===== config.mk =====
export PLATFORM = sky130hd
export DESIGN_NAME = servo_command_packet_framer
export DESIGN_NICKNAME = d
export VERILOG_FILES = /design/src/sv/scpf_pkg.sv /design/src/sv/scpf_ctrl.sv /design/src/sv/scpf_datapath.sv /design/src/sv/servo_command_packet_framer.sv
export SDC_FILE = /design/constraint.sdc
export NUM_CORES = 1
export LEC_CHECK = 0
export BUFFER_PORTS_ARGS = -buffer_cell sky130_fd_sc_hd__buf_2
export CAP_MARGIN = 20
export CORE_MARGIN = 3
export CORE_UTILIZATION = 38
export CTS_CLUSTER_DIAMETER = 30
export DETAILED_ROUTE_END_ITERATION = 6
export PLACE_DENSITY_LB_ADDON = 0.05
export SYNTH_ARGS = -nofsm -noshare
export SYNTH_HDL_FRONTEND = slang
export SYNTH_SLANG_ARGS = --single-unit

===== constraint.sdc =====
create_clock -name aclk -period 7 [get_ports aclk]
set_input_delay 1.05 -clock aclk [delete_from_list [all_inputs] [get_ports aclk]]
set_output_delay 1.05 -clock aclk [all_outputs]
set_load 0.01 [all_outputs]

===== src/sv/scpf_pkg.sv =====
// Shared types, codes and constants for the servo command packet framer.
package scpf_pkg;

    // Command codes on the input channel.
    localparam logic [2:0] CMD_MOVE       = 3'd0;
    localparam logic [2:0] CMD_SET_ID     = 3'd1;
    localparam logic [2:0] CMD_SET_DEV    = 3'd2;
    localparam logic [2:0] CMD_TORQUE_OFF = 3'd3;
    localparam logic [2:0] CMD_TORQUE_ON  = 3'd4;
    localparam logic [2:0] CMD_READ_POS   = 3'd5;
    localparam logic [2:0] CMD_READ_DEV   = 3'd6;

    // Packet bytes.
    localparam logic [7:0] HDR0         = 8'h12;
    localparam logic [7:0] HDR1         = 8'h4C;
    localparam logic [7:0] BCAST_ID     = 8'hFE;
    localparam logic [7:0] INS_WRITE    = 8'h03;
    localparam logic [7:0] INS_READ     = 8'h02;
    localparam logic [7:0] INS_MOVE     = 8'h83;
    localparam logic [7:0] REG_POS      = 8'h2A;
    localparam logic [7:0] REG_ID       = 8'h05;
    localparam logic [7:0] REG_DEV      = 8'h14;
    localparam logic [7:0] REG_TORQUE   = 8'h28;
    localparam logic [7:0] REG_CUR_POS  = 8'h38;
    localparam logic [7:0] LEN_MOVE     = 8'h09;
    localparam logic [7:0] LEN_SHORT    = 8'h04;
    localparam logic [7:0] LEN_DEV      = 8'h05;
    localparam logic [7:0] MOVE_REGS    = 8'h04;
    localparam logic [7:0] READ_LEN     = 8'h02;

    // Index of the checksum byte for each packet kind.
    localparam logic [3:0] LAST_IDX_MOVE  = 4'd12;
    localparam logic [3:0] LAST_IDX_DEV   = 4'd8;
    localparam logic [3:0] LAST_IDX_SHORT = 4'd7;

    // Move commands to ids below this limit use the first port.
    localparam logic [7:0] FIRST_PORT_LIMIT = 8'd10;

    // Angle limits and the divisor of the scaling.
    localparam logic signed [9:0] ANGLE_MAX = 10'sd300;
    localparam int ANGLE_DIVISOR = 300;
    localparam int ANGLE_SPAN    = 600;

    localparam int POSITION_FULL_SCALE_DEFAULT = 4095;

    typedef enum logic [1:0] {
        ST_IDLE,
        ST_MULT,
        ST_DIV,
        ST_SEND
    } state_t;

    // Commands from the controller to the datapath.
    typedef struct packed {
        logic load;
        logic mul_en;
        logic div_step;
        logic send_step;
    } ctrl_t;

    // Status from the datapath to the controller.
    typedef struct packed {
        logic cmd_known;
        logic needs_div;
        logic out_free;
        logic at_last;
    } stat_t;

endpackage


===== src/sv/scpf_ctrl.sv =====
// Controller state machine of the servo command packet framer.
module scpf_ctrl
    import scpf_pkg::*;
(
    input  logic   aclk,
    input  logic   aresetn,
    input  logic   s_valid,
    output logic   s_ready,
    input  stat_t  stat_i,
    output ctrl_t  ctrl_o
);

    state_t state_reg, state_next;

    always_ff @(posedge aclk) begin
        if (!aresetn) begin
            state_reg <= ST_IDLE;
        end else begin
            state_reg <= state_next;
        end
    end

    always_comb begin
        state_next = state_reg;
        unique case (state_reg)
            ST_IDLE: begin
                if (s_valid && stat_i.cmd_known) begin
                    state_next = stat_i.needs_div ? ST_MULT : ST_SEND;
                end
            end
            ST_MULT: begin
                state_next = ST_DIV;
            end
            ST_DIV: begin
                state_next = ST_SEND;
            end
            ST_SEND: begin
                if (stat_i.out_free && stat_i.at_last) begin
                    state_next = ST_IDLE;
                end
            end
            default: begin
                state_next = ST_IDLE;
            end
        endcase
    end

    always_comb begin
        s_ready          = 1'b0;
        ctrl_o           = '0;
        unique case (state_reg)
            ST_IDLE: begin
                s_ready     = 1'b1;
                ctrl_o.load = s_valid;
            end
            ST_MULT: begin
                ctrl_o.mul_en = 1'b1;
            end
            ST_DIV: begin
                ctrl_o.div_step = 1'b1;
            end
            ST_SEND: begin
                ctrl_o.send_step = stat_i.out_free;
            end
            default: begin
                s_ready = 1'b0;
            end
        endcase
    end

endmodule


===== src/sv/scpf_datapath.sv =====
// Datapath of the servo command packet framer: scaling, reciprocal divide, byte mux, output register.
module scpf_datapath
    import scpf_pkg::*;
#(
    parameter int POSITION_FULL_SCALE = POSITION_FULL_SCALE_DEFAULT
) (
    input  logic         aclk,
    input  logic         aresetn,
    input  ctrl_t        ctrl_i,
    output stat_t        stat_o,
    input  logic [2:0]   s_cmd,
    input  logic [7:0]   s_servo_id,
    input  logic [9:0]   s_angle_value,
    input  logic [15:0]  s_move_time,
    output logic         m_valid,
    input  logic         m_ready,
    output logic [7:0]   m_tx_byte,
    output logic         m_port_select,
    output logic         m_last_byte
);

    localparam int NUM_W = $clog2(ANGLE_SPAN * POSITION_FULL_SCALE + 1);
    // Rounded-up reciprocal of the divisor; the quotient is exact for every numerator
    // below 2**NUM_W.
    localparam int DIV_SHIFT = NUM_W + $clog2(ANGLE_DIVISOR);
    localparam longint unsigned DIV_RECIP =
        ((64'd1 << DIV_SHIFT) + 64'(ANGLE_DIVISOR) - 64'd1) / 64'(ANGLE_DIVISOR);
    localparam int PROD_W = 2 * NUM_W + 1;

    logic [2:0]        cmd_reg;
    logic [7:0]        id_reg;
    logic [15:0]       time_reg;
    logic [9:0]        scale_reg;
    logic [NUM_W-1:0]  num_reg;
    logic [3:0]        idx_reg;
    logic [7:0]        sum_reg;
    logic              m_valid_reg;
    logic [7:0]        m_tx_byte_reg;
    logic              m_port_select_reg;
    logic              m_last_byte_reg;

    logic signed [9:0]  angle;
    logic signed [10:0] dev_clamp;
    logic signed [10:0] dev_sum;
    logic [9:0]         scale_next;
    logic [PROD_W-1:0]  quo_prod;
    logic [NUM_W-1:0]   quo;
    logic [NUM_W-1:0]   dev_full;
    logic [15:0]        value16;
    logic [3:0]         last_idx;
    logic [7:0]         byte_next;
    logic               port_next;

    // Scale input: clamped angle for a move, angle offset to 0..600 for a deviation.
    always_comb begin
        angle = $signed(s_angle_value);
        if (angle > ANGLE_MAX) begin
            dev_clamp = 11'(ANGLE_MAX);
        end else if (angle < -ANGLE_MAX) begin
            dev_clamp = -11'(ANGLE_MAX);
        end else begin
            dev_clamp = 11'(angle);
        end
        dev_sum = dev_clamp + 11'(ANGLE_MAX);
        if (s_cmd == CMD_MOVE) begin
            if (angle < 0) begin
                scale_next = '0;
            end else if (angle > ANGLE_MAX) begin
                scale_next = 10'(ANGLE_MAX);
            end else begin
                scale_next = $unsigned(angle);
            end
        end else begin
            scale_next = dev_sum[9:0];
        end
    end

    // Division by the constant divisor as a multiply by its reciprocal and a shift.
    assign quo_prod = PROD_W'(num_reg) * PROD_W'(DIV_RECIP);
    assign quo      = NUM_W'(quo_prod >> DIV_SHIFT);

    assign dev_full = num_reg - NUM_W'(POSITION_FULL_SCALE);
    assign value16  = (cmd_reg == CMD_MOVE) ? num_reg[15:0] : dev_full[15:0];
    assign port_next = (cmd_reg == CMD_MOVE) && (id_reg < FIRST_PORT_LIMIT);

    always_comb begin
        unique case (cmd_reg) inside
            CMD_MOVE:    last_idx = LAST_IDX_MOVE;
            CMD_SET_DEV: last_idx = LAST_IDX_DEV;
            default:     last_idx = LAST_IDX_SHORT;
        endcase
    end

    always_comb begin
        byte_next = 8'h00;
        if (idx_reg == last_idx) begin
            byte_next = ~sum_reg;
        end else if (idx_reg == 4'd0) begin
            byte_next = HDR0;
        end else if (idx_reg == 4'd1) begin
            byte_next = HDR1;
        end else begin
            unique case (cmd_reg) inside
                CMD_MOVE: begin
                    case (idx_reg)
                        4'd2:    byte_next = BCAST_ID;
                        4'd3:    byte_next = LEN_MOVE;
                        4'd4:    byte_next = INS_MOVE;
                        4'd5:    byte_next = REG_POS;
                        4'd6:    byte_next = MOVE_REGS;
                        4'd7:    byte_next = id_reg;
                        4'd8:    byte_next = value16[15:8];
                        4'd9:    byte_next = value16[7:0];
                        4'd10:   byte_next = time_reg[15:8];
                        default: byte_next = time_reg[7:0];
                    endcase
                end
                CMD_SET_ID: begin
                    case (idx_reg)
                        4'd2:    byte_next = BCAST_ID;
                        4'd3:    byte_next = LEN_SHORT;
                        4'd4:    byte_next = INS_WRITE;
                        4'd5:    byte_next = REG_ID;
                        default: byte_next = id_reg;
                    endcase
                end
                CMD_SET_DEV: begin
                    case (idx_reg)
                        4'd2:    byte_next = id_reg;
                        4'd3:    byte_next = LEN_DEV;
                        4'd4:    byte_next = INS_WRITE;
                        4'd5:    byte_next = REG_DEV;
                        4'd6:    byte_next = value16[15:8];
                        default: byte_next = value16[7:0];
                    endcase
                end
                CMD_TORQUE_OFF, CMD_TORQUE_ON: begin
                    case (idx_reg)
                        4'd2:    byte_next = id_reg;
                        4'd3:    byte_next = LEN_SHORT;
                        4'd4:    byte_next = INS_WRITE;
                        4'd5:    byte_next = REG_TORQUE;
                        default: byte_next = (cmd_reg == CMD_TORQUE_ON) ? 8'h01 : 8'h00;
                    endcase
                end
                default: begin
                    case (idx_reg)
                        4'd2:    byte_next = id_reg;
                        4'd3:    byte_next = LEN_SHORT;
                        4'd4:    byte_next = INS_READ;
                        4'd5:    byte_next = (cmd_reg == CMD_READ_POS) ? REG_CUR_POS : REG_DEV;
                        default: byte_next = READ_LEN;
                    endcase
                end
            endcase
        end
    end

    always_ff @(posedge aclk) begin
        if (ctrl_i.load) begin
            cmd_reg   <= s_cmd;
            id_reg    <= s_servo_id;
            time_reg  <= s_move_time;
            scale_reg <= scale_next;
        end
        if (ctrl_i.mul_en) begin
            num_reg <= NUM_W'(scale_reg) * NUM_W'(POSITION_FULL_SCALE);
        end else if (ctrl_i.div_step) begin
            num_reg <= quo;
        end
        if (ctrl_i.send_step) begin
            m_tx_byte_reg     <= byte_next;
            m_port_select_reg <= port_next;
        end
    end

    always_ff @(posedge aclk) begin
        if (!aresetn) begin
            idx_reg         <= '0;
            sum_reg         <= '0;
            m_valid_reg     <= 1'b0;
            m_last_byte_reg <= 1'b0;
        end else begin
            if (ctrl_i.load) begin
                idx_reg <= '0;
                sum_reg <= '0;
            end else if (ctrl_i.send_step) begin
                idx_reg <= idx_reg + 1'b1;
                if (idx_reg >= 4'd2) begin
                    sum_reg <= sum_reg + byte_next;
                end
            end
            if (ctrl_i.send_step) begin
                m_valid_reg     <= 1'b1;
                m_last_byte_reg <= (idx_reg == last_idx);
            end else if (m_ready) begin
                m_valid_reg <= 1'b0;
            end
        end
    end

    always_comb begin
        stat_o.cmd_known = (s_cmd <= CMD_READ_DEV);
        stat_o.needs_div = (s_cmd == CMD_MOVE) || (s_cmd == CMD_SET_DEV);
        stat_o.out_free  = !m_valid_reg || m_ready;
        stat_o.at_last   = (idx_reg == last_idx);
    end

    assign m_valid       = m_valid_reg;
    assign m_tx_byte     = m_tx_byte_reg;
    assign m_port_select = m_port_select_reg;
    assign m_last_byte   = m_last_byte_reg;

    // A new command is taken only after the previous packet has ended.
    a_load_after_end: assert property (@(posedge aclk) disable iff (!aresetn)
        ctrl_i.load |-> (!m_valid_reg || m_last_byte_reg))
        else $error("command accepted in the middle of a packet");

    // Every packet opens with the first header byte.
    a_header_first: assert property (@(posedge aclk) disable iff (!aresetn)
        ctrl_i.send_step && idx_reg == 4'd0 |=> m_tx_byte_reg == HDR0 && !m_last_byte_reg)
        else $error("packet does not start with the header");

    // The checksum byte is flagged as the end of the packet.
    a_last_flag: assert property (@(posedge aclk) disable iff (!aresetn)
        ctrl_i.send_step && idx_reg == last_idx |=> m_valid_reg && m_last_byte_reg)
        else $error("checksum byte not flagged as last");

    // The byte counter never runs past the longest packet.
    a_idx_range: assert property (@(posedge aclk) disable iff (!aresetn)
        ctrl_i.send_step |-> idx_reg <= LAST_IDX_MOVE)
        else $error("byte index beyond packet length");

endmodule


===== src/sv/servo_command_packet_framer.sv =====
// Top level of the servo command packet framer.
//
// The input channel (s_valid/s_ready) takes one servo command: code, id,
// angle in degrees and move time. The output channel (m_valid/m_ready)
// gives the serial packet one byte per transfer, with the port select and
// a last flag on the closing checksum byte. Unknown command code 7 is
// accepted and gives no bytes.
// Move and deviation commands first scale the angle: a multiply by the
// full scale, then a divide by 300, done as a multiply by its reciprocal.
// The packet bytes then follow at one per cycle while the receiver is
// ready: 13 for move, 9 for deviation and 8 for the other commands.
// The next command is accepted once the last byte sits in the output
// register, even while that byte still waits for the receiver. A stalled
// receiver holds the output byte and pauses the packet.
// Reset (aresetn low, synchronous) returns to idle and drops any output.
module servo_command_packet_framer
    import scpf_pkg::*;
#(
    parameter int POSITION_FULL_SCALE = POSITION_FULL_SCALE_DEFAULT
) (
    input  logic         aclk,
    input  logic         aresetn,
    input  logic         s_valid,
    output logic         s_ready,
    input  logic [2:0]   s_cmd,
    input  logic [7:0]   s_servo_id,
    input  logic [9:0]   s_angle_value,
    input  logic [15:0]  s_move_time,
    output logic         m_valid,
    input  logic         m_ready,
    output logic [7:0]   m_tx_byte,
    output logic         m_port_select,
    output logic         m_last_byte
);

    ctrl_t ctrl;
    stat_t stat;

    scpf_ctrl u_ctrl (
        .aclk    (aclk),
        .aresetn (aresetn),
        .s_valid (s_valid),
        .s_ready (s_ready),
        .stat_i  (stat),
        .ctrl_o  (ctrl)
    );

    scpf_datapath #(
        .POSITION_FULL_SCALE (POSITION_FULL_SCALE)
    ) u_datapath (
        .aclk          (aclk),
        .aresetn       (aresetn),
        .ctrl_i        (ctrl),
        .stat_o        (stat),
        .s_cmd         (s_cmd),
        .s_servo_id    (s_servo_id),
        .s_angle_value (s_angle_value),
        .s_move_time   (s_move_time),
        .m_valid       (m_valid),
        .m_ready       (m_ready),
        .m_tx_byte     (m_tx_byte),
        .m_port_select (m_port_select),
        .m_last_byte   (m_last_byte)
    );

endmodule

==> flow_metrics.py, run 1 <==
metrics = {
    "run_status": {
        "status": "finished clean",
    },
    "placement": {
        "portBuffers": 52,
        "gp_congestion": 0.954,
        "hpwlAfterDp_um": 39100,
    },
    "worst_setup_path": {
        "critPathArrivalTime_ns": 6.86,
        "reg2reg_depth": 19,
        "crit_chain": "buf_4 > fa_1 > fa_1 > ha_1 > fa_1 > fa_1 > fa_1 > inv_1 > fa_1 > inv_1 > ha_1 > and3_1 > nand3_1 > or3_1 > o32a_1 > a2111o_1 > a311oi_2 > o21a_1 > o31ai_2",
        "path_class": "flip-flop to flip-flop",
        "cp-start-kind": "flip-flop",
        "slowest_delay_ns": 0.56,
        "slowest_stage": "fa_1",
        "worstSetupEndpointType": "flip-flop",
        "cpMostUsedCell": "fa_1",
        "crit_required_ns": 7.11,
        "path_max_fanout": 6,
    },
    "timing": {
        "report.final.slew_viol_count": 0,
        "fin_crit_ns": 6.76,
        "max_freq_mhz": 148,
        "whs_ns": 0.508,
        "timing.final.crit_share": 0.965,
        "rsz0062_at_grt": "no",
        "setup_viol": 0,
        "tns_ns": 0,
        "clock_skew_ns": 0.0147,
        "slew_headroom": 0.366,
        "hold_viol_final": 0,
        "worst_pin_slew_ns": 0.927,
    },
    "global_routing": {
        "grt_pass1_wl_um": 70500,
        "antenna_found_initial": 0,
        "grt_pass1_vias": 12100,
        "grt_max_degree": 33,
        "grtUsageTotal": 0.209,
        "grt_overflow_total": 0,
    },
    "cts": {
        "clk_latency_ns": 0.37,
        "clock_sinks": 84,
        "cts_made_buffers": 9,
        "clockRootBuffer": "clkbuf_16",
        "cts_tree": "built",
        "htree_levels": 3,
        "clockBufferDepth": 2,
        "clk_transition_reported_paths_ns": 0.07,
    },
    "cells_and_area": {
        "finish.net_count": 2282,
        "largest_register_ffs": 22,
        "final_layout_size_suffix_gt1_frac": 0.0742,
        "area_growth_pct": 8.86,
        "diodes": 0,
    },
    "synth": {
        "synth.distinct_cells": 69,
        "synth_compound_gate_area_share": 0.132,
        "synth_area_um2": 15900,
        "syn_avg_cell_area_um2": 9.61,
        "yosys_most_used_dff": "edfxtp_1",
        "yosys.area_share.adder": 0.509,
        "ys_warn_count": 0,
        "synth.net_count": 2213,
        "yosys-top-cells-area": "fa_1 (26%), ha_1 (24%), edfxtp_1 (13%)",
        "yosys.area_share.simple": 0.0840,
        "synth_top_cell_by_area": "fa_1",
        "synth_cells": 1652,
        "synth_xor_area_frac": 0.0265,
        "synth_top_family_by_area": "adder cells",
        "ys_async_sr_fraction": 0,
        "yosysSeqAreaShare": 0.149,
        "ys_ff_latch": 84,
        "synth_edf_count": 68,
        "muxShareOfSynthArea": 0.00512,
        "synth_top_area_share": 0.265,
    },
    "routing": {
        "viasPerCell": 5.22,
        "routedWlPerCell_um": 20.0,
        "route.detailed.drc": 0,
        "via_count": 11800,
        "ant_nets": 0,
        "drt-initial-drc-count": 670,
        "routed_wl_um": 45300,
        "dr.pass1.iters": 5,
    },
    "floorplan": {
        "num_rows": 74,
        "ioPinCount": 53,
        "start_util": 0.387,
        "core_area_um2": 41000,
        "die_y_um": 210,
        "fp.dieW_um": 210,
        "dieArea_um2": 44300,
    },
    "job": {
        "max_cap_viol_count": 0,
    },
    "hold_path": {
        "hold_depth": 1,
        "hold_class": "flip-flop to flip-flop",
    },
}
## path summary, 6_finish.rpt
kind	startpoint	end	slack, ns
setup / recovery	u_datapath.num_reg[11]	u_datapath.num_reg[13]	0.24
hold / removal	u_datapath.m_last_byte	u_datapath.m_last_byte	0.51
setup reg to reg	u_datapath.num_reg[11]	u_datapath.num_reg[13]	0.24
hold reg to reg	u_datapath.m_last_byte	u_datapath.m_last_byte	0.51
## synth_stat cells (all sizes together), types with 8 or more instances
cell type / number
inv: 364
ha: 310
fa: 210
a21oi: 83
nor2: 82
edfxtp: 68
o21ai: 67
nand2: 62
xnor2: 32
clkbuf: 27
nand3: 26
nor3: 20
a21o: 19
a211oi: 16
dfxtp: 16
xor2: 16
o22ai: 15
and3: 14
a31oi: 13
o21a: 13
nand4: 12
o211ai: 11
o31ai: 11
or2: 10
or3: 10
nand2b: 9
nor2b: 8
## final cells by class
cell class | count | area (um2)
tap | 532 | 666
sequential | 84 | 2360
clock inverter | 7 | 55.1
clock buffer | 9 | 225
multi-input combinational | 1169 | 12000
inverter | 365 | 1370
fill | 4147 | 23700
timing repair buffer | 92 | 581
## repair_timing
item                       in CTS  in global routing
hold endpoints to repair        0                  0
setup endpoints to repair       0                  7
hold buffers                    0                  0
setup buffers                   0                 12
gates resized for setup         0                  3
## cells in the final DEF (no fill, tap or decap), types with 13 or more instances in the layout
master,n
nor3_1,20
dfxtp_1,16
buf_4,39
xor2_1,16
a31oi_1,13
nand3_1,26
nor2_1,82
edfxtp_1,68
o21a_1,13
ha_1,308
a211oi_1,16
fa_1,210
a21o_1,19
inv_1,364
nand2_1,62
and3_1,13
buf_2,52
o22ai_1,15
o21ai_0,67
a21oi_1,82
xnor2_1,32
## cell families after synthesis
kind of cell	after synthesis
AO/OA/AOI/OAI	318
XOR/XNOR	48
adder cells (fa/ha/maj)	520
buffers and inverters	399
flip-flops	84
multiplexers	8
AND/OR/NAND/NOR	275
## worst max-delay path, delay by kind of cell (launching register included)
family                     cells  cell delay (ns)
buffers and inverters          3             0.29
adders and majority gates      8             3.69
AOI/OAI and AO/OA              5             1.36
and+or+nand+nor                3             0.66
DFF                            1             0.50
## metal layers
layer	track usage	wire (um)
met1	0.302	21500
met2	0.336	21200
met3	0.0350	1870
met4	0.0379	752
met5	0	0
## per-stage QoR
step	area (um2)	instances	util	setup slack [ns]
after CTS	17200	2245	0.419	0.129
final	17300	2258	0.421	0.242
after floorplan	15900	1652	-	0.792
after global routing	17300	2258	0.421	0.00622
after detailed placement	16900	2229	0.412	0.167
after global placement	16900	2228	0.411	0.234
Power of run 1 is not shown: default switching activity piles up to over one toggle a cycle in this logic, so the estimate is an artifact.
==> run 2: changes to the inputs <==
clock period = 7.2 ns   (was 7 ns; I/O delays follow)
==> run 2 against run 1 <==
Global-route usage rose by 0.51 points. Critical path depth up 1. Via count grew 1.0%. Non-clock buffer count fell by 16. Worst hold slack worse by 0.0068 ns. Critical path type unchanged. Highest routed layer unchanged.
==> flow_metrics.py, run 2 (synthesized netlist as in run 1, its figures left out) <==
metrics = {
    "cts": {
        "htree_levels": 3,
        "clk_transition_reported_paths_ns": 0.09,
        "clockBufferDepth": 2,
        "cts_tree": "built",
        "cts_made_buffers": 9,
        "post_cts_resized": 0,
        "clock_sinks": 84,
        "clockRootBuffer": "clkbuf_16",
        "clk_latency_ns": 0.37,
        "cts_setup_buffers": 0,
        "cts-hold-fix-buffers": 0,
    },
    "timing": {
        "timing.final.crit_share": 0.950,
        "clock_skew_ns": 0.0178,
        "whs_ns": 0.501,
        "report.final.slew_viol_count": 0,
        "rsz0062_at_grt": "no",
        "slew_headroom": 0.352,
        "fin_crit_ns": 6.84,
        "max_freq_mhz": 146,
        "tns_ns": 0,
        "worst_pin_slew_ns": 0.947,
        "setup_viol": 0,
        "hold_viol_final": 0,
    },
    "hold_path": {
        "hold_depth": 1,
        "hold_class": "flip-flop to flip-flop",
        "hp-start": "u_datapath.m_last_byte",
        "hold_end": "u_datapath.m_last_byte",
    },
    "worst_setup_path": {
        "cp-start-kind": "flip-flop",
        "crit_required_ns": 7.30,
        "path_class": "flip-flop to flip-flop",
        "path_max_fanout": 10,
        "reg2reg_slack_ns": 0.36,
        "startpoint": "u_datapath.num_reg[11]",
        "reg2reg_depth": 20,
        "critPathArrivalTime_ns": 6.94,
        "reg2reg_from": "u_datapath.num_reg[11]",
        "worstSetupEndpointType": "flip-flop",
        "r2r_end": "u_datapath.num_reg[13]",
    },
    "floorplan": {
        "fp.dieW_um": 210,
        "ioPinCount": 53,
        "core_area_um2": 41000,
        "start_util": 0.387,
        "num_rows": 74,
        "die_y_um": 210,
        "dieArea_um2": 44300,
    },
    "placement": {
        "portBuffers": 52,
        "gp_congestion": 0.973,
        "hpwlAfterDp_um": 39900,
    },
    "cells_and_area": {
        "final_layout_size_suffix_gt1_frac": 0.0649,
        "multi_input_area_um2": 12000,
        "final_cell_mix": "inv_1 (364), ha_1 (310), fa_1 (210)",
        "layout_commonest_cell": "inv_1",
        "largest_register_ffs": 22,
        "area_growth_pct": 8.08,
        "fill_cells": 4118,
        "seq_area_um2": 2360,
        "diodes": 0,
        "finish.net_count": 2266,
    },
    "job": {
        "max_cap_viol_count": 0,
    },
    "global_routing": {
        "grt_pass1_wl_um": 72300,
        "grt_max_degree": 32,
        "grt_overflow_total": 0,
        "grtUsageTotal": 0.214,
        "grt_pass1_vias": 12300,
        "antenna_found_initial": 0,
    },
    "routing": {
        "drt-initial-drc-count": 662,
        "routedWlPerCell_um": 20.4,
        "viasPerCell": 5.31,
        "dr.pass1.iters": 5,
        "ant_nets": 0,
        "routed_wl_um": 45800,
        "route.detailed.drc": 0,
        "via_count": 11900,
    },
    "run_status": {
        "status": "finished clean",
    },
}
run 2: how the worst max path moves through the flow:
stage / to / slack, ns / cells after the start
final: u_datapath.num_reg[13] / 0.36 / 20
after global routing: u_datapath.num_reg[9] / 0.07 / 20
after CTS: u_datapath.num_reg[13] / 0.38 / 20
after detailed placement: u_datapath.num_reg[2] / 0.38 / 22
after global placement: u_datapath.num_reg[9] / 0.48 / 18
after floorplan: u_datapath.num_reg[13] / 0.99 / 18
run 2: final cells by class:
type	count	area share
clock buffer	9	0.0131
clock inverter	7	0.00445
inverter	365	0.0799
multi-input combinational	1169	0.700
sequential	84	0.138
tap	532	0.0388
timing repair buffer	76	0.0261
run 2: worst max-delay path, stage by stage, from the launching register on:
cell and delay, ns:
edfxtp_1 0.63, ha_1 0.47, inv_1 0.11, fa_1 0.51, inv_1 0.05, ha_1 0.30, fa_1 0.50, fa_1 0.52
fa_1 0.55, inv_1 0.06, fa_1 0.53, inv_1 0.04, ha_1 0.30, and3_1 0.17, nand3_1 0.09, or3_1 0.35
o32a_1 0.24, a2111o_1 0.55, a311oi_2 0.35, o21a_1 0.17, o31ai_2 0.07
run 2: per-stage QoR:
step	utilization	cell area (um2)	setup WS (ns)	cells
2_1_floorplan	-	15900	0.992	1652
3_3_place_gp	0.410	16800	0.484	2223
3_5_place_dp	0.411	16800	0.381	2224
4_1_cts	0.418	17100	0.381	2240
5_1_grt	0.418	17200	0.0675	2242
6_report	0.418	17200	0.361	2242
run 2: routing by layer:
| metal | track usage | up-vias | wire length [um] |
|---|---|---|---|
| li1 | - | 5671 | - |
| met1 | 0.312 | 5962 | 21900 |
| met2 | 0.340 | 234 | 21100 |
| met3 | 0.0289 | 47 | 1720 |
| met4 | 0.0515 | 0 | 1020 |
| met5 | 0 | - | 0 |
Power of run 2 is left out for the same reason.
